File: config.mk
export PLATFORM = sky130hd
export DESIGN_NAME = window_peak_to_peak_rate_core
export DESIGN_NICKNAME = d
export VERILOG_FILES = /design/src/hdl/wppr_pkg.sv /design/src/hdl/window_peak_to_peak_rate_core.sv
export SDC_FILE = /design/constraint.sdc
export NUM_CORES = 2
export LEC_CHECK = 0
export BUFFER_PORTS_ARGS = -buffer_cell sky130_fd_sc_hd__buf_2
export CORE_MARGIN = 1.5
export CORE_UTILIZATION = 45
export DETAILED_ROUTE_END_ITERATION = 16
export PLACE_DENSITY_LB_ADDON = 0.25
export SYNTH_ARGS = -nofsm -noshare
export SYNTH_HDL_FRONTEND = slang
export SYNTH_SLANG_ARGS = --single-unit
File: constraint.sdc
create_clock -name aclk -period 9.23 [get_ports aclk]
set_input_delay 0.4615 -clock aclk [delete_from_list [all_inputs] [get_ports aclk]]
set_output_delay 0.4615 -clock aclk [all_outputs]
set_load 0.01 [all_outputs]
File: src/hdl/wppr_pkg.sv
// Package for the windowed peak-to-peak rate block: widths, sizes and reset values.
package wppr_pkg;

    localparam int WINDOW   = 128;
    localparam int SLOT_W   = $clog2(WINDOW);
    localparam int FILL_W   = $clog2(WINDOW + 1);
    localparam int SAMPLE_W = 10;
    localparam int NUM_W    = 16;
    localparam int DIV_CNT_W = $clog2(NUM_W);

    localparam logic [NUM_W-1:0] NUMERATOR_RESET = NUM_W'(60 * 100);
    localparam logic [SAMPLE_W-1:0] SAMPLE_MAX   = {SAMPLE_W{1'b1}};

    // tuser code of the input transfer
    localparam logic MODE_SAMPLE   = 1'b0;
    localparam logic MODE_EVALUATE = 1'b1;

    // Sequencer states, one-hot
    typedef enum logic [3:0] {
        ST_IDLE = 4'b0001,
        ST_SCAN = 4'b0010,
        ST_DIV  = 4'b0100,
        ST_HOLD = 4'b1000
    } state_t;

endpackage

File: src/hdl/window_peak_to_peak_rate_core.sv
// Windowed peak-to-peak range and rate: sample ring, min/max scan and serial divider.
//
// Usage:
//   Input channel (s_): one transfer per item. s_tuser[0] selects the kind:
//   0 stores s_tdata[9:0] as a new sample in the ring (newest 128 kept),
//   1 evaluates the window. Sample transfers give no output transfer.
//   Output channel (m_): one transfer per evaluate, carrying the range
//   (max - min over the stored samples), rate = cfg numerator / range and
//   a zero_range flag (range 0, rate forced to 0, no division done).
//   cfg_wen/cfg_wdata write the 16-bit rate numerator (reset 6000); write
//   only while the block is idle.
// Operation:
//   A sample keeps the block idle; s_tready stays high after it.
//   An evaluate reads every stored entry in turn through the ring's single
//   read port, waits out the read latency, forms the range, runs the
//   restoring divider over the 16 numerator bits and loads the output.
//   A zero range skips the divider.
// Reset clears write slot, fill count, numerator and the output valid flag;
// the ring contents are not cleared (only filled entries are read).
// When the receiver stalls the finished result waits in the output
// register; samples are still accepted, a later evaluate waits for it.
module window_peak_to_peak_rate_core (
    input  logic        aclk,
    input  logic        aresetn,
    // input channel
    input  logic        s_tvalid,
    output logic        s_tready,
    input  logic [15:0] s_tdata,   // [9:0] sample, [15:10] ignored
    input  logic [0:0]  s_tuser,   // [0] mode
    // result channel
    output logic        m_tvalid,
    input  logic        m_tready,
    output logic [31:0] m_tdata,   // [9:0] range, [25:10] rate, [31:26] zero
    output logic [0:0]  m_tuser,   // [0] zero_range
    // numerator register
    input  logic        cfg_wen,
    input  logic [15:0] cfg_wdata
);

    localparam int SLOT_W    = wppr_pkg::SLOT_W;
    localparam int FILL_W    = wppr_pkg::FILL_W;
    localparam int SAMPLE_W  = wppr_pkg::SAMPLE_W;
    localparam int NUM_W     = wppr_pkg::NUM_W;
    localparam int DIV_CNT_W = wppr_pkg::DIV_CNT_W;

    // sample ring, one write port (IDLE) and one read port (SCAN)
    logic [SAMPLE_W-1:0] ring [wppr_pkg::WINDOW];
    logic [SAMPLE_W-1:0] rd_data_reg;

    wppr_pkg::state_t state_reg, state_next;

    logic [SLOT_W-1:0]    write_slot_reg, write_slot_next;
    logic [FILL_W-1:0]    fill_count_reg, fill_count_next;
    logic [NUM_W-1:0]     numerator_reg;

    logic [FILL_W-1:0]    scan_idx_reg, scan_idx_next;
    logic                 rd_pend_reg, rd_pend_next;
    logic [SAMPLE_W-1:0]  hi_reg, hi_next;
    logic [SAMPLE_W-1:0]  lo_reg, lo_next;

    logic [SAMPLE_W-1:0]  range_reg, range_next;
    logic                 zero_reg, zero_next;
    logic [NUM_W-1:0]     quo_reg, quo_next;
    logic [SAMPLE_W-1:0]  rem_reg, rem_next;
    logic [DIV_CNT_W-1:0] div_cnt_reg, div_cnt_next;

    logic                 m_tvalid_reg, m_tvalid_next;
    logic [SAMPLE_W-1:0]  m_range_reg, m_range_next;
    logic [NUM_W-1:0]     m_rate_reg, m_rate_next;
    logic                 m_zero_reg, m_zero_next;

    logic                 s_xfer;
    logic                 wr_en;
    logic                 rd_en;
    logic [SAMPLE_W:0]    rem_shift;
    logic [SAMPLE_W:0]    rem_diff;
    logic                 rem_ge;

    assign s_tready = (state_reg == wppr_pkg::ST_IDLE);
    assign s_xfer   = s_tvalid && s_tready;
    assign wr_en    = s_xfer && (s_tuser[0] == wppr_pkg::MODE_SAMPLE);
    assign rd_en    = (state_reg == wppr_pkg::ST_SCAN) && (scan_idx_reg < fill_count_reg);

    // restoring divider step
    assign rem_shift = {rem_reg, quo_reg[NUM_W-1]};
    assign rem_diff  = rem_shift - {1'b0, range_reg};
    assign rem_ge    = (rem_shift >= {1'b0, range_reg});

    // ring memory
    always_ff @(posedge aclk) begin
        if (wr_en) begin
            ring[write_slot_reg] <= s_tdata[SAMPLE_W-1:0];
        end
        rd_data_reg <= ring[scan_idx_reg[SLOT_W-1:0]];
    end

    always_comb begin
        state_next      = state_reg;
        write_slot_next = write_slot_reg;
        fill_count_next = fill_count_reg;
        scan_idx_next   = scan_idx_reg;
        rd_pend_next    = rd_en;
        hi_next         = hi_reg;
        lo_next         = lo_reg;
        range_next      = range_reg;
        zero_next       = zero_reg;
        quo_next        = quo_reg;
        rem_next        = rem_reg;
        div_cnt_next    = div_cnt_reg;
        m_tvalid_next   = m_tvalid_reg && !m_tready;
        m_range_next    = m_range_reg;
        m_rate_next     = m_rate_reg;
        m_zero_next     = m_zero_reg;

        unique case (state_reg)
            wppr_pkg::ST_IDLE: begin
                if (wr_en) begin
                    if (write_slot_reg == SLOT_W'(wppr_pkg::WINDOW - 1)) begin
                        write_slot_next = '0;
                    end else begin
                        write_slot_next = write_slot_reg + 1'b1;
                    end
                    if (fill_count_reg < FILL_W'(wppr_pkg::WINDOW)) begin
                        fill_count_next = fill_count_reg + 1'b1;
                    end
                end else if (s_xfer) begin
                    scan_idx_next = '0;
                    hi_next       = '0;
                    lo_next       = wppr_pkg::SAMPLE_MAX;
                    state_next    = wppr_pkg::ST_SCAN;
                end
            end
            wppr_pkg::ST_SCAN: begin
                if (rd_en) begin
                    scan_idx_next = scan_idx_reg + 1'b1;
                end
                if (rd_pend_reg) begin
                    if (rd_data_reg > hi_reg) hi_next = rd_data_reg;
                    if (rd_data_reg < lo_reg) lo_next = rd_data_reg;
                end
                // all reads issued and folded in
                if (!rd_en && !rd_pend_reg) begin
                    if (fill_count_reg == '0) begin
                        range_next = '0;
                    end else begin
                        range_next = hi_reg - lo_reg;
                    end
                    quo_next     = numerator_reg;
                    rem_next     = '0;
                    div_cnt_next = '0;
                    if ((fill_count_reg == '0) || (hi_reg == lo_reg)) begin
                        zero_next  = 1'b1;
                        quo_next   = '0;
                        state_next = wppr_pkg::ST_HOLD;
                    end else begin
                        zero_next  = 1'b0;
                        state_next = wppr_pkg::ST_DIV;
                    end
                end
            end
            wppr_pkg::ST_DIV: begin
                rem_next     = rem_ge ? rem_diff[SAMPLE_W-1:0] : rem_shift[SAMPLE_W-1:0];
                quo_next     = {quo_reg[NUM_W-2:0], rem_ge};
                div_cnt_next = div_cnt_reg + 1'b1;
                if (div_cnt_reg == DIV_CNT_W'(NUM_W - 1)) begin
                    state_next = wppr_pkg::ST_HOLD;
                end
            end
            wppr_pkg::ST_HOLD: begin
                // wait for a free output register
                if (!m_tvalid_reg || m_tready) begin
                    m_tvalid_next = 1'b1;
                    m_range_next  = range_reg;
                    m_rate_next   = quo_reg;
                    m_zero_next   = zero_reg;
                    state_next    = wppr_pkg::ST_IDLE;
                end
            end
            default: begin
                state_next = wppr_pkg::ST_IDLE;
            end
        endcase
    end

    always_ff @(posedge aclk) begin
        if (!aresetn) begin
            state_reg      <= wppr_pkg::ST_IDLE;
            write_slot_reg <= '0;
            fill_count_reg <= '0;
            numerator_reg  <= wppr_pkg::NUMERATOR_RESET;
            rd_pend_reg    <= 1'b0;
            m_tvalid_reg   <= 1'b0;
        end else begin
            state_reg      <= state_next;
            write_slot_reg <= write_slot_next;
            fill_count_reg <= fill_count_next;
            rd_pend_reg    <= rd_pend_next;
            m_tvalid_reg   <= m_tvalid_next;
            if (cfg_wen) begin
                numerator_reg <= cfg_wdata;
            end
        end
    end

    // datapath, no reset
    always_ff @(posedge aclk) begin
        scan_idx_reg <= scan_idx_next;
        hi_reg       <= hi_next;
        lo_reg       <= lo_next;
        range_reg    <= range_next;
        zero_reg     <= zero_next;
        quo_reg      <= quo_next;
        rem_reg      <= rem_next;
        div_cnt_reg  <= div_cnt_next;
        m_range_reg  <= m_range_next;
        m_rate_reg   <= m_rate_next;
        m_zero_reg   <= m_zero_next;
    end

    assign m_tvalid = m_tvalid_reg;
    assign m_tdata  = {6'b0, m_rate_reg, m_range_reg};
    assign m_tuser  = m_zero_reg;

    // fill count saturates at the ring size
    a_fill_bound: assert property (@(posedge aclk) disable iff (!aresetn)
        fill_count_reg <= FILL_W'(wppr_pkg::WINDOW))
        else $error("fill count beyond ring size");

    // an evaluate blocks the input on the following cycle
    a_eval_busy: assert property (@(posedge aclk) disable iff (!aresetn)
        s_xfer && (s_tuser[0] == wppr_pkg::MODE_EVALUATE) |=> !s_tready)
        else $error("input ready right after evaluate");

    // divider remainder stays below the divisor
    a_rem_bound: assert property (@(posedge aclk) disable iff (!aresetn)
        (state_reg == wppr_pkg::ST_DIV) |-> (rem_reg < range_reg))
        else $error("divider remainder out of range");

    // a flagged result carries range and rate of zero
    a_zero_out: assert property (@(posedge aclk) disable iff (!aresetn)
        m_tvalid_reg && m_zero_reg |-> (m_range_reg == '0) && (m_rate_reg == '0))
        else $error("zero_range result with nonzero payload");

endmodule

==> out/qor_table.md <==
| Quantity | Reported | Unit |
|---|---|---|
| Proportion of layout cells with a drive suffix above 1 | 0.1884 | - |
| Number of warnings issued by yosys | 0 | - |
| Cells after Synth | 2976 | - |
| Number of search-and-repair iterations in the first detailed-routing pass | 5 | - |
| Crit end category | flop | - |
| Proportion of netlist area held by the largest area contributor | 0.7318 | - |
| Reg clk slew, reported paths | 60 | ps |
| # diodes | 0 | - |
| Largest register by flop count | ring | - |
| Tightest Pin Transition | 1244 | ps |
| DR iter-0 viols | 3180 | - |
| Total wirelength of the detailed-routed design | 135.4 | mm |
| Ports placed on the boundary | 73 | - |
| Clock skew after layout | 39.15 | ps |
| FFs w/ async S/R, synth | 0 | - |
| Routed length per instance | 27.93 | um |
| Worst-case vdd ir drop | 258.7 | uV |
| Sequential share of the synthesized area | 0.7484 | - |
| Startpoint type of the worst setup path | flop | - |
| Clock tree sinks | 1423 | - |
| Worst Hold Depth | 3 | - |
| Final standard cell area without fillers | 63180 | um^2 |
| Top cell type by total area after synthesis | sky130_fd_sc_hd__edfxtp_1 | - |
| Static Leakage | 20.15 | nW |
| Post-synth EDFFs | 1376 | - |
| Accumulated negative setup slack | 0 | ps |
| Largest register FFs | 1280 | - |
| Via count | 28860 | - |
| Full die area | 127600 | um^2 |
| Combinational family with the most area after synthesis | multiplexers | - |
| GRT Util Overall | 0.2138 | - |
| CTS Root Cell | sky130_fd_sc_hd__clkbuf_16 | - |
| MaxCap Viol Count | 0 | - |
| Final nets | 3189 | - |
| Area of the core | 124100 | um^2 |
| Starting density of the core | 0.4549 | - |
| Vertical die dimension | 357.2 | um |
| Post-place instance area | 58430 | um^2 |
| Placed cell count | 4572 | - |
| Max stage delay cell, worst path | sky130_fd_sc_hd__nor2_1 | - |
| Leftover overflow at the end of global routing | 0 | - |
| First-pass GRT wire length | 196.8 | mm |
| Cell-by-cell trace of the critical path | nor4b_4 > and3b_1 > and2b_1 > nand3_2 > nor2_1 | - |
| Path type of the worst setup path | reg -> reg | - |
| Antenna Nets Post-Route | 0 | - |
| Final period util | 0.4966 | - |
| Num CTS Buffers | 146 | - |
| Power Density | 282.6 | nW/um^2 |
| Portion of netlist area occupied by mux cells | 0.1333 | - |
| Share of the synthesized netlist area taken by xor and xnor gates | 0.004964 | - |
| Startpoint of the most critical register-to-register path | state_reg[3] | - |
| #FFs+latches synth | 1423 | - |
| Number of antenna violations at the first check in global routing | 2 | - |
| Die boundary width | 357.2 | um |
| Maximum buffer depth of the clock tree | 3 | - |
| Path category of the worst min-delay check | in -> reg | - |
| Basic-gate share of the synthesized area counting and, or, nand and nor cells | 0.03867 | - |
| Cell types with the largest area share after synthesis | sky130_fd_sc_hd__edfxtp_1 (73%), sky130_fd_sc_hd__mux4_2 (9.7%), sky130_fd_sc_hd__mux2i_1 (3.3%), sky130_fd_sc_hd__dfxtp_1 (1.7%), sky130_fd_sc_hd__nor2_1 (1.3%) | - |
| Reg-to-reg setup timing slack | 4650 | ps |
| Post-route DRC | 0 | - |
| Buffers inserted during post-CTS setup optimization | 0 | - |
| PortBufs | 60 | - |
| HPWL after detailed placement | 80.83 | mm |
| Final non-filler cell total | 4849 | - |
| Synthesized area | 56470 | um^2 |
| Standard-cell row count | 129 | - |
| Adder and majority gate portion of the synthesized area | 0.01179 | - |
| Area of all sequential standard cells | 42260 | um^2 |
| Dominant synthesized flop cell | sky130_fd_sc_hd__edfxtp_1 | - |
| Final GP Congestion | 0.8395 | - |
| Combined area of the multi-input logic cells | 13190 | um^2 |
| Slowest cell delay on critical path | 1270 | ps |
| Number of H-tree branching levels | 4 | - |
| Pin count of the biggest net entering global routing | 124 | - |
| Final hold vios | 0 | - |
| Via count of the first global-routing pass | 28920 | - |
| Max Freq | 218.2 | MHz |
| CP Max Fanout | 16 | - |
| Fill cell total of the finished layout | 9717 | - |
| Final setup violation count | 0 | - |
| RSZ-0062 raised after global routing | no | - |
| Final-report max-slew violation count | 0 | - |
| FF-to-FF End | ring[110][4] | - |
| Clock tree from TritonCTS | done | - |
| WP data required | 9620 | ps |
| Crit path capture | ring[110][4] | - |
| Number of cells on the worst reg-to-reg path | 5 | - |
| Area Growth Syn to Fin | 11.89 | % |
| Worst relative slew slack | 0.1673 | - |
| Final critical-path required period | 4584 | ps |
| Number of unique standard cell types used by synthesis | 72 | - |
| Start point of the critical path | state_reg[3] | - |
| Mean cell area of the mapped netlist | 18.97 | um^2 |
| Vias per inst | 5.952 | - |
| Post-synthesis compound-gate area fraction | 0.04356 | - |
| Critical path data arrival time | 4970 | ps |
| Skew-Pair Late Insertion Delay | 790 | ps |
| Run status | completed | - |
==> kinds of logic (layout without fill, tap and decap cells) <==
group / count (synthesis) / in the layout
buffers and inverters: 204 / 435
AOI/OAI and AO/OA: 354 / 354
adders and majority gates: 52 / 52
other: 1 / 6
xor gates and xnor gates: 32 / 32
and+or+nand+nor: 465 / 465
DFF: 1423 / 1423
muxes: 445 / 445
==> cells in the mapped netlist, types with 3 or more instances <==
library cell	instances
sky130_fd_sc_hd__nor2_1	195
sky130_fd_sc_hd__xor2_1	11
sky130_fd_sc_hd__o211ai_1	5
sky130_fd_sc_hd__buf_1	6
sky130_fd_sc_hd__a2111oi_2	3
sky130_fd_sc_hd__a211oi_1	26
sky130_fd_sc_hd__buf_6	14
sky130_fd_sc_hd__ha_1	50
sky130_fd_sc_hd__or2_2	5
sky130_fd_sc_hd__a31oi_1	4
sky130_fd_sc_hd__and2_1	26
sky130_fd_sc_hd__or4b_2	3
sky130_fd_sc_hd__mux2i_1	187
sky130_fd_sc_hd__inv_1	46
sky130_fd_sc_hd__edfxtp_1	1376
sky130_fd_sc_hd__o22ai_1	39
sky130_fd_sc_hd__mux2_2	14
sky130_fd_sc_hd__a221oi_1	19
sky130_fd_sc_hd__dfxtp_1	47
sky130_fd_sc_hd__a211o_1	5
sky130_fd_sc_hd__buf_4	29
sky130_fd_sc_hd__mux4_2	244
sky130_fd_sc_hd__nand2b_1	22
sky130_fd_sc_hd__a2111oi_0	13
sky130_fd_sc_hd__o21ai_0	46
sky130_fd_sc_hd__buf_8	3
sky130_fd_sc_hd__a311oi_1	3
sky130_fd_sc_hd__a21o_1	10
sky130_fd_sc_hd__nand2_1	101
sky130_fd_sc_hd__a22o_1	10
sky130_fd_sc_hd__buf_2	46
sky130_fd_sc_hd__a21boi_0	4
sky130_fd_sc_hd__nand3_1	25
sky130_fd_sc_hd__a21oi_1	70
sky130_fd_sc_hd__nor3_1	22
sky130_fd_sc_hd__o31ai_1	4
sky130_fd_sc_hd__a22oi_1	43
sky130_fd_sc_hd__nand4_1	14
sky130_fd_sc_hd__o32a_1	4
sky130_fd_sc_hd__nor2b_1	35
sky130_fd_sc_hd__o221ai_1	27
sky130_fd_sc_hd__clkbuf_1	59
sky130_fd_sc_hd__o21a_1	6
sky130_fd_sc_hd__xnor2_1	21
==> worst max-delay path, delay by kind of cell (launching register included) <==
family | cells | cell delay [ps]
and+or+nand+nor | 5 | 3800
DFF | 1 | 400
==> final cells by class <==
class	instances	area share
Tap cell	1637	0.03242
Multi-Input combinational cell	1354	0.2088
Clock buffer	189	0.06155
Inverter	46	0.002733
Clock inverter	72	0.01107
Sequential cell	1423	0.6689
Timing Repair Buffer	128	0.01446
==> where the power goes <==
part	internal, mW	switching (mW)
Combinational	1.87	2.94
Sequential	7.25	0.109
Clock	3.27	2.43
Total	12.4	5.48
==> layer usage <==
layer	track usage	vias up	share of wire
li1	-	12300	-
met1	0.2960	15040	0.41
met2	0.3435	1309	0.48
met3	0.04699	213	0.084
met4	0.05941	2	0.024
met5	0	-	0.000096
==> cell usage in the layout (no fill, tap or decap), types with 39 or more instances in the layout <==
| cell type | count |
|---|---|
| sky130_fd_sc_hd__o22ai_1 | 39 |
| sky130_fd_sc_hd__buf_4 | 59 |
| sky130_fd_sc_hd__mux2i_1 | 187 |
| sky130_fd_sc_hd__a21oi_1 | 70 |
| sky130_fd_sc_hd__clkbuf_16 | 149 |
| sky130_fd_sc_hd__inv_1 | 46 |
| sky130_fd_sc_hd__edfxtp_1 | 1376 |
| sky130_fd_sc_hd__nor2_1 | 193 |
| sky130_fd_sc_hd__mux4_2 | 244 |
| sky130_fd_sc_hd__dfxtp_1 | 47 |
| sky130_fd_sc_hd__ha_1 | 50 |
| sky130_fd_sc_hd__nand2_1 | 99 |
| sky130_fd_sc_hd__buf_2 | 50 |
| sky130_fd_sc_hd__o21ai_0 | 46 |
| sky130_fd_sc_hd__clkbuf_1 | 39 |
| sky130_fd_sc_hd__a22oi_1 | 43 |
==> timing repair <==
action / in CTS / in global routing
hold endpoints to repair: 16 / 0
resized for setup: 0 / 0
hold buffers: 16 / 0
==> stage by stage <==
step	hold slack (ps)	total power, mW	worst slack (ps)	utilization
floorplan	400.3	10.66	6065	-
global placement	407.8	12.22	4830	0.4707
detailed placement	407.2	12.27	4780	0.4707
CTS	8.341	17.94	4754	0.5090
global route	55.65	18.45	4579	0.5090
finish	60.65	17.86	4646	0.5090
==> worst min-delay path by stage <==
stage                    end      from
floorplan            m_tuser  zero_reg
global placement     m_tuser  zero_reg
detailed placement   m_tuser  zero_reg
CTS                 m_tvalid  m_tready
global route        m_tvalid  m_tready
finish              m_tvalid  m_tready
Note: power is estimated with default switching activity, not from simulation.
